### config.mk
export PLATFORM = sky130hd
export DESIGN_NAME = tape_image_framer_unit
export DESIGN_NICKNAME = d
export VERILOG_FILES = /design/src/tif_pkg.sv /design/src/tape_image_framer_unit.sv
export SDC_FILE = /design/constraint.sdc
export NUM_CORES = 1
export LEC_CHECK = 0
export ABC_AREA = 1
export BUFFER_PORTS_ARGS = -buffer_cell sky130_fd_sc_hd__buf_2
export CAP_MARGIN = 40
export CORE_MARGIN = 3
export CORE_UTILIZATION = 66
export DETAILED_ROUTE_END_ITERATION = 16
export PLACE_DENSITY = 0.86
export SLEW_MARGIN = 25
export SYNTH_ARGS = -nofsm -noshare
export SYNTH_HDL_FRONTEND = slang
export SYNTH_SLANG_ARGS = --single-unit
### constraint.sdc
create_clock -name clk -period 6.1 [get_ports clk]
set_input_delay 1.22 -clock clk [delete_from_list [all_inputs] [get_ports clk]]
set_output_delay 1.22 -clock clk [all_outputs]
set_load 0.02 [all_outputs]
### src/tif_pkg.sv
package tif_pkg;

	// stream layout
	localparam int IN_DATA_W  = 8;
	localparam int IN_USER_W  = 1;
	localparam int OUT_DATA_W = 40;
	localparam int OUT_USER_W = 5;

	// configuration port
	localparam int CFG_IDX_W  = 2;
	localparam int CFG_DATA_W = 16;
	localparam logic [CFG_IDX_W-1:0] CFG_SYNC_REPEAT     = 2'd0;
	localparam logic [CFG_IDX_W-1:0] CFG_GAP_STOP_BITS   = 2'd1;
	localparam logic [CFG_IDX_W-1:0] CFG_SILENCE_SAMPLES = 2'd2;

	localparam logic [9:0]  SYNC_REPEAT_RST     = 10'd256;
	localparam logic [9:0]  GAP_STOP_BITS_RST   = 10'd100;
	localparam logic [15:0] SILENCE_SAMPLES_RST = 16'd15000;

	// input commands
	localparam logic CMD_BYTE = 1'b0;
	localparam logic CMD_END  = 1'b1;

	// result kinds
	localparam logic [1:0] KIND_FRAME   = 2'd0;
	localparam logic [1:0] KIND_GAP     = 2'd1;
	localparam logic [1:0] KIND_SILENCE = 2'd2;

	// result sections
	localparam logic [2:0] SEC_SYNC   = 3'd0;
	localparam logic [2:0] SEC_MARKER = 3'd1;
	localparam logic [2:0] SEC_HEADER = 3'd2;
	localparam logic [2:0] SEC_NAME   = 3'd3;
	localparam logic [2:0] SEC_DATA   = 3'd4;

	// tape bytes
	localparam logic [7:0] SYNC_BYTE = 8'h16;
	localparam logic [7:0] MARK_BYTE = 8'h24;
	localparam logic [7:0] NAME_END  = 8'h00;

	// header layout
	localparam int HEADER_BYTES = 9;
	localparam logic [3:0] HDR_END_HI   = 4'd4;
	localparam logic [3:0] HDR_END_LO   = 4'd5;
	localparam logic [3:0] HDR_START_HI = 4'd6;
	localparam logic [3:0] HDR_START_LO = 4'd7;

	// output queue
	localparam int QUEUE_DEPTH = 4;
	localparam int QPTR_W      = $clog2(QUEUE_DEPTH);
	localparam int QCNT_W      = QPTR_W + 1;

	typedef enum logic [2:0] {
		PH_IDLE,
		PH_SEEK,
		PH_HEADER,
		PH_NAME,
		PH_DATA
	} phase_t;

	typedef struct packed {
		logic [1:0]  kind;
		logic [2:0]  section;
		logic [7:0]  byte_value;
		logic [12:0] frame_word;
		logic [15:0] repeat_count;
		logic        last;
	} res_t;

	// start bit, data lsb first, odd parity, three stop bits
	function automatic logic [12:0] frame_of(input logic [7:0] b);
		frame_of = {3'b111, ~(^b), b, 1'b0};
	endfunction

	function automatic res_t make_frame(input logic [2:0] section, input logic [7:0] b,
			input logic [15:0] count);
		res_t r;
		r.kind         = KIND_FRAME;
		r.section      = section;
		r.byte_value   = b;
		r.frame_word   = frame_of(b);
		r.repeat_count = count;
		r.last         = 1'b0;
		make_frame = r;
	endfunction

	function automatic res_t make_plain(input logic [1:0] kind, input logic [2:0] section,
			input logic [15:0] count);
		res_t r;
		r.kind         = kind;
		r.section      = section;
		r.byte_value   = '0;
		r.frame_word   = '0;
		r.repeat_count = count;
		r.last         = 1'b0;
		make_plain = r;
	endfunction

endpackage

### src/tape_image_framer_unit.sv
// Tape image framer: takes one tape image byte (or an end-of-tape command) per transaction
// and turns it into serial frame results: a sync run and marker frame, header frames, name
// frames, a stop-bit gap and data frames, plus a silence result at end of tape. An input
// transaction is accepted every cycle as long as results drain at the same pace; the
// marker byte and the name terminator each give two results. The four-entry output
// queue sets the rate: the input register advances only while the queue has room for
// two results. With an empty queue the first result passes through the input register
// and then the output queue before it is presented on the output stream. Configuration
// writes are taken at any time but must only be issued while the block is idle.
module tape_image_framer_unit (
	input  logic                                 clk,
	input  logic                                 arst_n,
	// input stream
	input  logic                                 s_axis_tvalid,
	output logic                                 s_axis_tready,
	input  logic [tif_pkg::IN_DATA_W-1:0]        s_axis_tdata,  // tape_byte[7:0]
	input  logic [tif_pkg::IN_USER_W-1:0]        s_axis_tuser,  // command[0]
	// result stream
	output logic                                 m_axis_tvalid,
	input  logic                                 m_axis_tready,
	output logic [tif_pkg::OUT_DATA_W-1:0]       m_axis_tdata,  // byte_value, frame_word, repeat_count
	output logic [tif_pkg::OUT_USER_W-1:0]       m_axis_tuser,  // kind[1:0], section[4:2]
	output logic                                 m_axis_tlast,
	// configuration write channel
	input  logic                                 cfg_valid,
	output logic                                 cfg_ready,
	input  logic [tif_pkg::CFG_IDX_W-1:0]        cfg_index,
	input  logic [tif_pkg::CFG_DATA_W-1:0]       cfg_data
);
	import tif_pkg::*;

	// configuration registers
	logic [9:0]  sync_repeat_q;
	logic [9:0]  gap_stop_bits_q;
	logic [15:0] silence_samples_q;

	// input register
	logic        valid_s1;
	logic        cmd_s1;
	logic [7:0]  byte_s1;

	// parser state
	phase_t      phase_q, phase_d;
	logic [3:0]  header_index_q, header_index_d;
	logic [15:0] end_address_q, end_address_d;
	logic [15:0] start_address_q, start_address_d;
	logic [16:0] data_remaining_q, data_remaining_d;

	// results of the current item
	res_t        res0, res1;
	logic [1:0]  res_n;

	// output queue
	res_t              queue_q [QUEUE_DEPTH];
	logic [QPTR_W-1:0] wr_ptr_q, rd_ptr_q;
	logic [QCNT_W-1:0] cnt_q;

	logic        advance;
	logic [1:0]  push_n;
	logic        pop;
	logic [3:0]  header_inc;
	logic [16:0] data_dec;
	res_t        head;

	assign cfg_ready = 1'b1;

	// configuration writes
	always_ff @(posedge clk or negedge arst_n) begin
		if (!arst_n) begin
			sync_repeat_q     <= SYNC_REPEAT_RST;
			gap_stop_bits_q   <= GAP_STOP_BITS_RST;
			silence_samples_q <= SILENCE_SAMPLES_RST;
		end else if (cfg_valid && cfg_ready) begin
			unique case (cfg_index)
				CFG_SYNC_REPEAT:     sync_repeat_q     <= cfg_data[9:0];
				CFG_GAP_STOP_BITS:   gap_stop_bits_q   <= cfg_data[9:0];
				CFG_SILENCE_SAMPLES: silence_samples_q <= cfg_data;
				default: ;
			endcase
		end
	end

	// input register moves on when the queue has room for two results
	assign advance       = valid_s1 && (cnt_q <= QCNT_W'(QUEUE_DEPTH - 2));
	assign s_axis_tready = !valid_s1 || advance;

	always_ff @(posedge clk or negedge arst_n) begin
		if (!arst_n) begin
			valid_s1 <= 1'b0;
		end else if (s_axis_tready) begin
			valid_s1 <= s_axis_tvalid;
		end
	end

	always_ff @(posedge clk) begin
		if (s_axis_tvalid && s_axis_tready) begin
			cmd_s1  <= s_axis_tuser[0];
			byte_s1 <= s_axis_tdata;
		end
	end

	// results for the item in the input register
	always_comb begin
		res0  = '0;
		res1  = '0;
		res_n = 2'd0;
		if (cmd_s1 == CMD_END) begin
			res0  = make_plain(KIND_SILENCE, SEC_SYNC, silence_samples_q);
			res_n = 2'd1;
		end else begin
			unique case (phase_q)
				PH_IDLE: ;
				PH_SEEK: begin
					if (byte_s1 == MARK_BYTE) begin
						res0  = make_frame(SEC_SYNC, SYNC_BYTE, {6'd0, sync_repeat_q});
						res1  = make_frame(SEC_MARKER, MARK_BYTE, 16'd1);
						res_n = 2'd2;
					end
				end
				PH_HEADER: begin
					res0  = make_frame(SEC_HEADER, byte_s1, 16'd1);
					res_n = 2'd1;
				end
				PH_NAME: begin
					res0  = make_frame(SEC_NAME, byte_s1, 16'd1);
					res_n = 2'd1;
					if (byte_s1 == NAME_END) begin
						res1  = make_plain(KIND_GAP, SEC_NAME, {6'd0, gap_stop_bits_q});
						res_n = 2'd2;
					end
				end
				PH_DATA: begin
					res0  = make_frame(SEC_DATA, byte_s1, 16'd1);
					res_n = 2'd1;
				end
				default: ;
			endcase
		end
		if (res_n == 2'd1) res0.last = 1'b1;
		if (res_n == 2'd2) res1.last = 1'b1;
	end

	assign header_inc = header_index_q + 4'd1;
	assign data_dec   = (data_remaining_q != 17'd0) ? data_remaining_q - 17'd1 : 17'd0;

	// next parser state
	always_comb begin
		phase_d          = phase_q;
		header_index_d   = header_index_q;
		end_address_d    = end_address_q;
		start_address_d  = start_address_q;
		data_remaining_d = data_remaining_q;
		if (cmd_s1 == CMD_END) begin
			phase_d          = PH_IDLE;
			header_index_d   = '0;
			end_address_d    = '0;
			start_address_d  = '0;
			data_remaining_d = '0;
		end else begin
			unique case (phase_q)
				PH_IDLE: begin
					phase_d = (byte_s1 == SYNC_BYTE) ? PH_SEEK : PH_IDLE;
				end
				PH_SEEK: begin
					if (byte_s1 == MARK_BYTE) begin
						header_index_d = '0;
						phase_d        = PH_HEADER;
					end
				end
				PH_HEADER: begin
					// address capture, high byte first
					priority if (header_index_q == HDR_END_HI)
						end_address_d = {byte_s1, end_address_q[7:0]};
					else if (header_index_q == HDR_END_LO)
						end_address_d = {end_address_q[15:8], byte_s1};
					else if (header_index_q == HDR_START_HI)
						start_address_d = {byte_s1, start_address_q[7:0]};
					else if (header_index_q == HDR_START_LO)
						start_address_d = {start_address_q[15:8], byte_s1};
					if (header_inc >= 4'(HEADER_BYTES)) begin
						header_index_d = '0;
						phase_d        = PH_NAME;
					end else begin
						header_index_d = header_inc;
					end
				end
				PH_NAME: begin
					if (byte_s1 == NAME_END) begin
						if (end_address_q >= start_address_q) begin
							data_remaining_d = {1'b0, end_address_q} - {1'b0, start_address_q}
								+ 17'd1;
							phase_d = PH_DATA;
						end else begin
							data_remaining_d = '0;
							phase_d          = PH_IDLE;
						end
					end
				end
				PH_DATA: begin
					data_remaining_d = data_dec;
					if (data_dec == 17'd0) phase_d = PH_IDLE;
				end
				default: phase_d = PH_IDLE;
			endcase
		end
	end

	// parser state registers
	always_ff @(posedge clk or negedge arst_n) begin
		if (!arst_n) begin
			phase_q          <= PH_IDLE;
			header_index_q   <= '0;
			end_address_q    <= '0;
			start_address_q  <= '0;
			data_remaining_q <= '0;
		end else if (advance) begin
			phase_q          <= phase_d;
			header_index_q   <= header_index_d;
			end_address_q    <= end_address_d;
			start_address_q  <= start_address_d;
			data_remaining_q <= data_remaining_d;
		end
	end

	// output queue
	assign push_n = advance ? res_n : 2'd0;
	assign pop    = m_axis_tvalid && m_axis_tready;

	always_ff @(posedge clk) begin
		if (push_n != 2'd0) queue_q[wr_ptr_q] <= res0;
		if (push_n == 2'd2) queue_q[wr_ptr_q + QPTR_W'(1)] <= res1;
	end

	always_ff @(posedge clk or negedge arst_n) begin
		if (!arst_n) begin
			wr_ptr_q <= '0;
			rd_ptr_q <= '0;
			cnt_q    <= '0;
		end else begin
			wr_ptr_q <= wr_ptr_q + QPTR_W'(push_n);
			rd_ptr_q <= rd_ptr_q + QPTR_W'(pop);
			cnt_q    <= cnt_q + QCNT_W'(push_n) - QCNT_W'(pop);
		end
	end

	// result stream
	assign head          = queue_q[rd_ptr_q];
	assign m_axis_tvalid = (cnt_q != '0);
	assign m_axis_tdata  = {3'b000, head.repeat_count, head.frame_word, head.byte_value};
	assign m_axis_tuser  = {head.section, head.kind};
	assign m_axis_tlast  = head.last;

endmodule

==> results.toml, run 1 <==
[run_status]
status = "completed"

[synth]
synth.distinct_cells = 51
synthMuxAreaShare_pct = 0.535
synth_edf_count = 81
yosysTopAreaCellShare_pct = 19.3
synth_area_sq_mm = 0.0126
post_synth_main_area_contributors = "edfxtp_1 19%, dfrtp_1 18%, dfxtp_1 8.9%"
yosysMostFrequentCell = "nand2_1"
synth-adder-area-share_pct = 6.58
ys_ff_latch = 237
synth_xor_area_share_pct = 1.04
synthCells = 1503
seq_area_frac_synth_pct = 48.1
synth_top_family_by_area = "simple AND/OR/NAND/NOR gates"
synth_compound_area_share_pct = 15.3
synth_commonest_cells = "274 x nand2_1, 206 x o21ai_0, 151 x nor2_1"
yosysTopAreaCell = "edfxtp_1"
synthFlopType = "dfrtp_1"
synthSimpleGateAreaFrac_pct = 20.2
syn_area_per_cell_sq_um = 8.40
synth_warnings = 0
async_reset_ff_share_pct = 42.2

[critical_path]
crit_path_start_kind = "register"
arrival_ps = 3250
crit_type = "reg -> out"
endpoint_kind = "output port"
required_ps = 4880
cp_max_fo = 66

[sta]
setup_tns_ps = 0
final.period_utilization_pct = 73.2
holdWs_ps = 468
max_slew_margin_pct = 41.2
worstMarginPinSlew_ps = 872
drv_slew = 0
finalHoldViolCount = 0
finalSetupViolCount = 0
rsz0062_at_grt = "false"
fin_crit_ps = 4470
fmax_ghz = 0.224
fin_skew_ps = 13.1

[clock_network]
clkSinkCount = 237
cts.path.max_buffers = 3
path_clk_slew_ps = 60
cts_setup_buffers = 0
cts_hold_buffers = 0
cts_tree = "done"
cts_resized = 0
clock-root-buffer = "clkbuf_16"
htreeDepth = 1
insertion_delay_ps = 520
numCtsBuffers = 25

[die]
die_w_um = 144
ios = 81
die_area_sq_mm = 0.0208
core.rowCount = 49
die_h_um = 144
start_util_pct = 68.6
coreArea_sq_mm = 0.0184

[global_route]
grt_first_pass_wirelength_mm = 52.6
grt_max_degree = 67
grt_use_total_pct = 31.5
grt_pass1_vias = 10250
overflow = 0
antenna_found_initial = 0

[detailed_routing]
routedWlPerCell_um = 18.4
top_layer_used = "met4"
totalWireLength_mm = 33.0
dr.pass1.iters = 6
ant_nets = 0
drc = 0
met3WireLength_mm = 3.65
wl_met2_mm = 14.7
met1_length_mm = 13.5
viasPerCell = 6.26
drt_iter0_markers = 1400
vias = 11205

[run]
cap_violations = 0

[hold_path]
hold_class = "reg -> reg"

[cells_and_area]
layout-drive-gt1-share_pct = 11.7
area_growth_pct = 9.60
final_util_pct = 75.2
insertedDiodeCount = 0
fin_nets = 1636

[power]
vdd_drop_max_v = 0.000380
finalPower_uw = 7220
p_leak_uw = 0.00621
power_density_mw_per_mm2 = 522

[placement]
dp_hpwl_mm = 22.3
gp_congestion = 1.02
io_buffers = 75
-- power breakdown --
part	switching, uW	internal, uW
clock network	625	885
logic	2400	1150
registers	186	1970
total	3210	4010
-- path summary, 6_finish.rpt --
kind                                start              endpoint  slack [ps]  cells past startpoint
max in group asynchronous          arst_n           rd_ptr_q[0]        4390                      3
min in group asynchronous          arst_n  data_remaining_q[10]         580                      1
max reg2reg                        cmd_s1         queue_q[1][7]        2590                     12
max                           rd_ptr_q[0]      m_axis_tdata[29]        1630                      6
min                        queue_q[2][40]        queue_q[2][40]         470                      2
min reg2reg                queue_q[2][40]        queue_q[2][40]         470                      2
-- logic make-up after synthesis --
group | Yosys count
xor gates and xnor gates | 15
muxes | 6
and+or+nand+nor | 600
buffers and inverters | 237
adders and majority gates | 61
other | 2
DFF | 237
AOI/OAI and AO/OA | 345
-- routing by layer --
metal | up-vias | GRT usage [%]
met2 | 673 | 47.3
met4 | 0 | 11.0
li1 | 5154 | -
met1 | 5270 | 45.6
met5 | - | 0
met3 | 108 | 7.14
-- worst max-delay path, stage by stage, from the launching register on --
cell	delay, ps
dfrtp_2	340
buf_4	520
clkinv_1	730
buf_4	490
o21ai_0	300
o22ai_1	150
buf_2	180
-- state kept, by name, indices dropped and copies added (netlist names) --
name and count:
start_address_q 16, cnt_q 3, rd_ptr_q 2, queue_q 128, wr_ptr_q 2, sync_repeat_q 10
byte_s1 8, end_address_q 16, data_remaining_q 17, gap_stop_bits_q 10, header_index_q 4, valid_s1 1
cmd_s1 1, silence_samples_q 16, phase_q 3
-- through the flow --
| step | setup slack, ps | area [sq um] | instances |
|---|---|---|---|
| 2_1_floorplan | 3160 | 12600 | 1506 |
| 3_3_place_gp | 2090 | 12900 | 1736 |
| 3_5_place_dp | 2280 | 12900 | 1739 |
| 4_1_cts | 1670 | 13800 | 1785 |
| 5_1_grt | 1500 | 13800 | 1791 |
| 6_report | 1630 | 13800 | 1791 |
-- cells in the final DEF (no fill, tap or decap), types with 6 or more instances in the layout --
cell type	netlist	final
inv_1	142	142
o21ai_1	8	8
fa_1	9	9
edfxtp_1	81	81
a21oi_1	23	23
o21ai_0	206	206
dfstp_2	11	11
mux2_2	6	6
o22ai_1	82	82
nand4_1	14	14
dfrtp_1	89	88
dfxtp_1	56	56
inv_2	9	9
xor2_1	10	10
buf_4	16	10
a22o_1	9	9
ha_1	52	52
clkinv_2	1	6
buf_2	17	74
nand3_1	136	136
clkbuf_16	0	25
nor2_1	151	151
nand2_1	274	274
nand2_2	7	7
clkbuf_1	36	6
-- cell type report --
class	instances	area, sq um
clock buffers	35	697
flip-flops and latches	237	6070
fillers	1297	4550
multi-input cells	1032	5530
inverters	155	586
clock inverters	11	118
repair buffers	92	556
well taps	229	287
Note: power is estimated with default switching activity, not from simulation.
==> inputs of run 2 (changes only) <==
--- a/config.mk
+++ b/config.mk
@@ -9,9 +9,9 @@
 export BUFFER_PORTS_ARGS = -buffer_cell sky130_fd_sc_hd__buf_2
 export CAP_MARGIN = 40
 export CORE_MARGIN = 3
-export CORE_UTILIZATION = 66
+export CORE_UTILIZATION = 55
 export DETAILED_ROUTE_END_ITERATION = 16
-export PLACE_DENSITY = 0.86
+export PLACE_DENSITY = 0.76
 export SLEW_MARGIN = 25
 export SYNTH_ARGS = -nofsm -noshare
 export SYNTH_HDL_FRONTEND = slang
==> constraint.sdc (replaced) <==
create_clock -name clk -period 4 [get_ports clk]
set_input_delay 0.8 -clock clk [delete_from_list [all_inputs] [get_ports clk]]
set_output_delay 0.8 -clock clk [all_outputs]
set_load 0.02 [all_outputs]
==> run 2 against run 1 <==
  * Cell count grew 3.4%
  * Die area grew 19%
  * Highest routed layer unchanged
  * Critical endpoint is now queue_q[0][10]
  * First-iteration DRC count shrank 13%
  * Largest power group unchanged
==> results.toml, run 2 (synthesized netlist as in run 1, its figures left out) <==
[run_status]
status = "completed"

[sta]
finalSetupViolCount = 0
rsz0062_at_grt = "false"
fin_skew_ps = 35.9
drv_slew = 0
final.period_utilization_pct = 76.9
worstMarginPinSlew_ps = 809
fmax_ghz = 0.325
setup_tns_ps = 0
max_slew_margin_pct = 45.7
finalHoldViolCount = 0
fin_crit_ps = 3080

[die]
ios = 81
coreArea_sq_mm = 0.0222
die_h_um = 158
start_util_pct = 57.0
die_area_sq_mm = 0.0248
die_w_um = 158
core.rowCount = 54

[run]
cap_violations = 0

[cells_and_area]
multi_input_area_sq_mm = 0.00553
final.fill_count = 1866
top_regs = "queue_q (128), data_remaining_q (17)"
regMostFlops = "queue_q"
stdcell_count = 1851
fin_nets = 1644
layout_common_cells = "274 x nand2_1, 206 x o21ai_0, 151 x nor2_1"
largest_reg_flops = 128
seq_area_sq_mm = 0.00607
area_growth_pct = 10.6
final_common_cell = "nand2_1"
insertedDiodeCount = 0
layout-drive-gt1-share_pct = 12.2

[detailed_routing]
ant_nets = 0
routedWlPerCell_um = 18.0
drt_iter0_markers = 1213
met3WireLength_mm = 3.13
drc = 0
dr.pass1.iters = 5
top_layer_used = "met4"
wl_met2_mm = 15.1
viasPerCell = 5.86
met1_length_mm = 14.5
vias = 10839
totalWireLength_mm = 33.3

[power]
p_int_uw = 6140
vdd_drop_max_v = 0.000469
p_leak_uw = 0.00626
pwr-share-clk_pct = 21.2
p_switching_uw = 4890
swShare_pct = 44.3
seqPwrFrac_pct = 29.8
pwr-share-comb_pct = 49.0
power_density_mw_per_mm2 = 790

[placement]
io_buffers = 75
dp_hpwl_mm = 23.2
gp_congestion = 0.893
place_inst = 1802

[clock_network]
cts.path.max_buffers = 3
cts_setup_buffers = 0
numCtsBuffers = 26
clock-root-buffer = "clkbuf_16"
cts_resized = 0
clkSinkCount = 237
cts_tree = "done"
path_clk_slew_ps = 60
htreeDepth = 1
cts_hold_buffers = 0
insertion_delay_ps = 550

[critical_path]
crit_type = "reg -> reg"
arrival_ps = 3330
cp_max_fo = 29
crit_path_start_kind = "register"
endpoint_kind = "register"
required_ps = 4250

[global_route]
antenna_found_initial = 1
grt_first_pass_wirelength_mm = 53.9
grt_max_degree = 66
grt_use_total_pct = 26.9
overflow = 0
grt_pass1_vias = 10268

[hold_path]
hold_class = "in -> async"
## run 2: cell count changes in the layout (fill, tap and decap cells not counted), sizes merged
cell	change
bufinv	-2
clkinv	-1
clkinvlp	-1
inv	-1
buf	+8
clkbuf	+6
## run 2: worst paths after layout
path	slack, ps	start	depth (start not counted)	end
setup / recovery	920	byte_s1[6]	11	queue_q[0][10]
hold reg to reg	460	queue_q[1][36]	2	queue_q[1][36]
setup reg to reg	920	byte_s1[6]	11	queue_q[0][10]
max in group asynchronous	2910	arst_n	3	silence_samples_q[3]
hold / removal	160	arst_n	1	end_address_q[4]
min in group clk	430	s_axis_tdata[2]	1	byte_s1[2]
## run 2: cell type report
cell class,count,area share [%]
Clock buffer,42,5.73
Clock inverter,6,0.314
Inverter,155,4.19
Multi-Input combinational cell,1032,39.6
Sequential cell,237,43.5
Tap cell,280,2.51
Timing Repair Buffer,99,4.19
## run 2: worst max-delay path: stages, from the launching register on
cell and delay [ps]:
edfxtp_1 400, inv_1 140, ha_1 230, nand4_1 350, nor2_8 300, inv_4 80, nand2_2 80, nand2_4 90
nor2_2 160, inv_2 260, nand2_1 420, buf_4 280
## run 2: per-stage QoR
stage	setup slack, ps	total power (uW)	hold slack (ps)	area (sq um)	util (%)
finish	923	11000	164	14000	63.0
CTS	931	11000	389	13900	62.9
detailed placement	1010	8650	456	13100	59.1
floorplan	1400	7260	440	12600	-
global route	757	11900	174	14000	63.0
global placement	1110	8520	450	13100	58.9
## run 2: power groups by stage
stage	combinational, uW	clock [uW]	sequential [uW]
finish	5400	2340	3290
CTS	5370	2340	3280
detailed placement	5330	0	3320
floorplan	4020	0	3240
global route	6080	2460	3340
global placement	5210	0	3300
## run 2: metal layers
layer | vias to the layer above | global-route usage (%)
met3 | 47 | 5.17
met1 | 5108 | 39.3
met5 | - | 0
li1 | 5173 | -
met2 | 511 | 42.2
met4 | 0 | 5.83
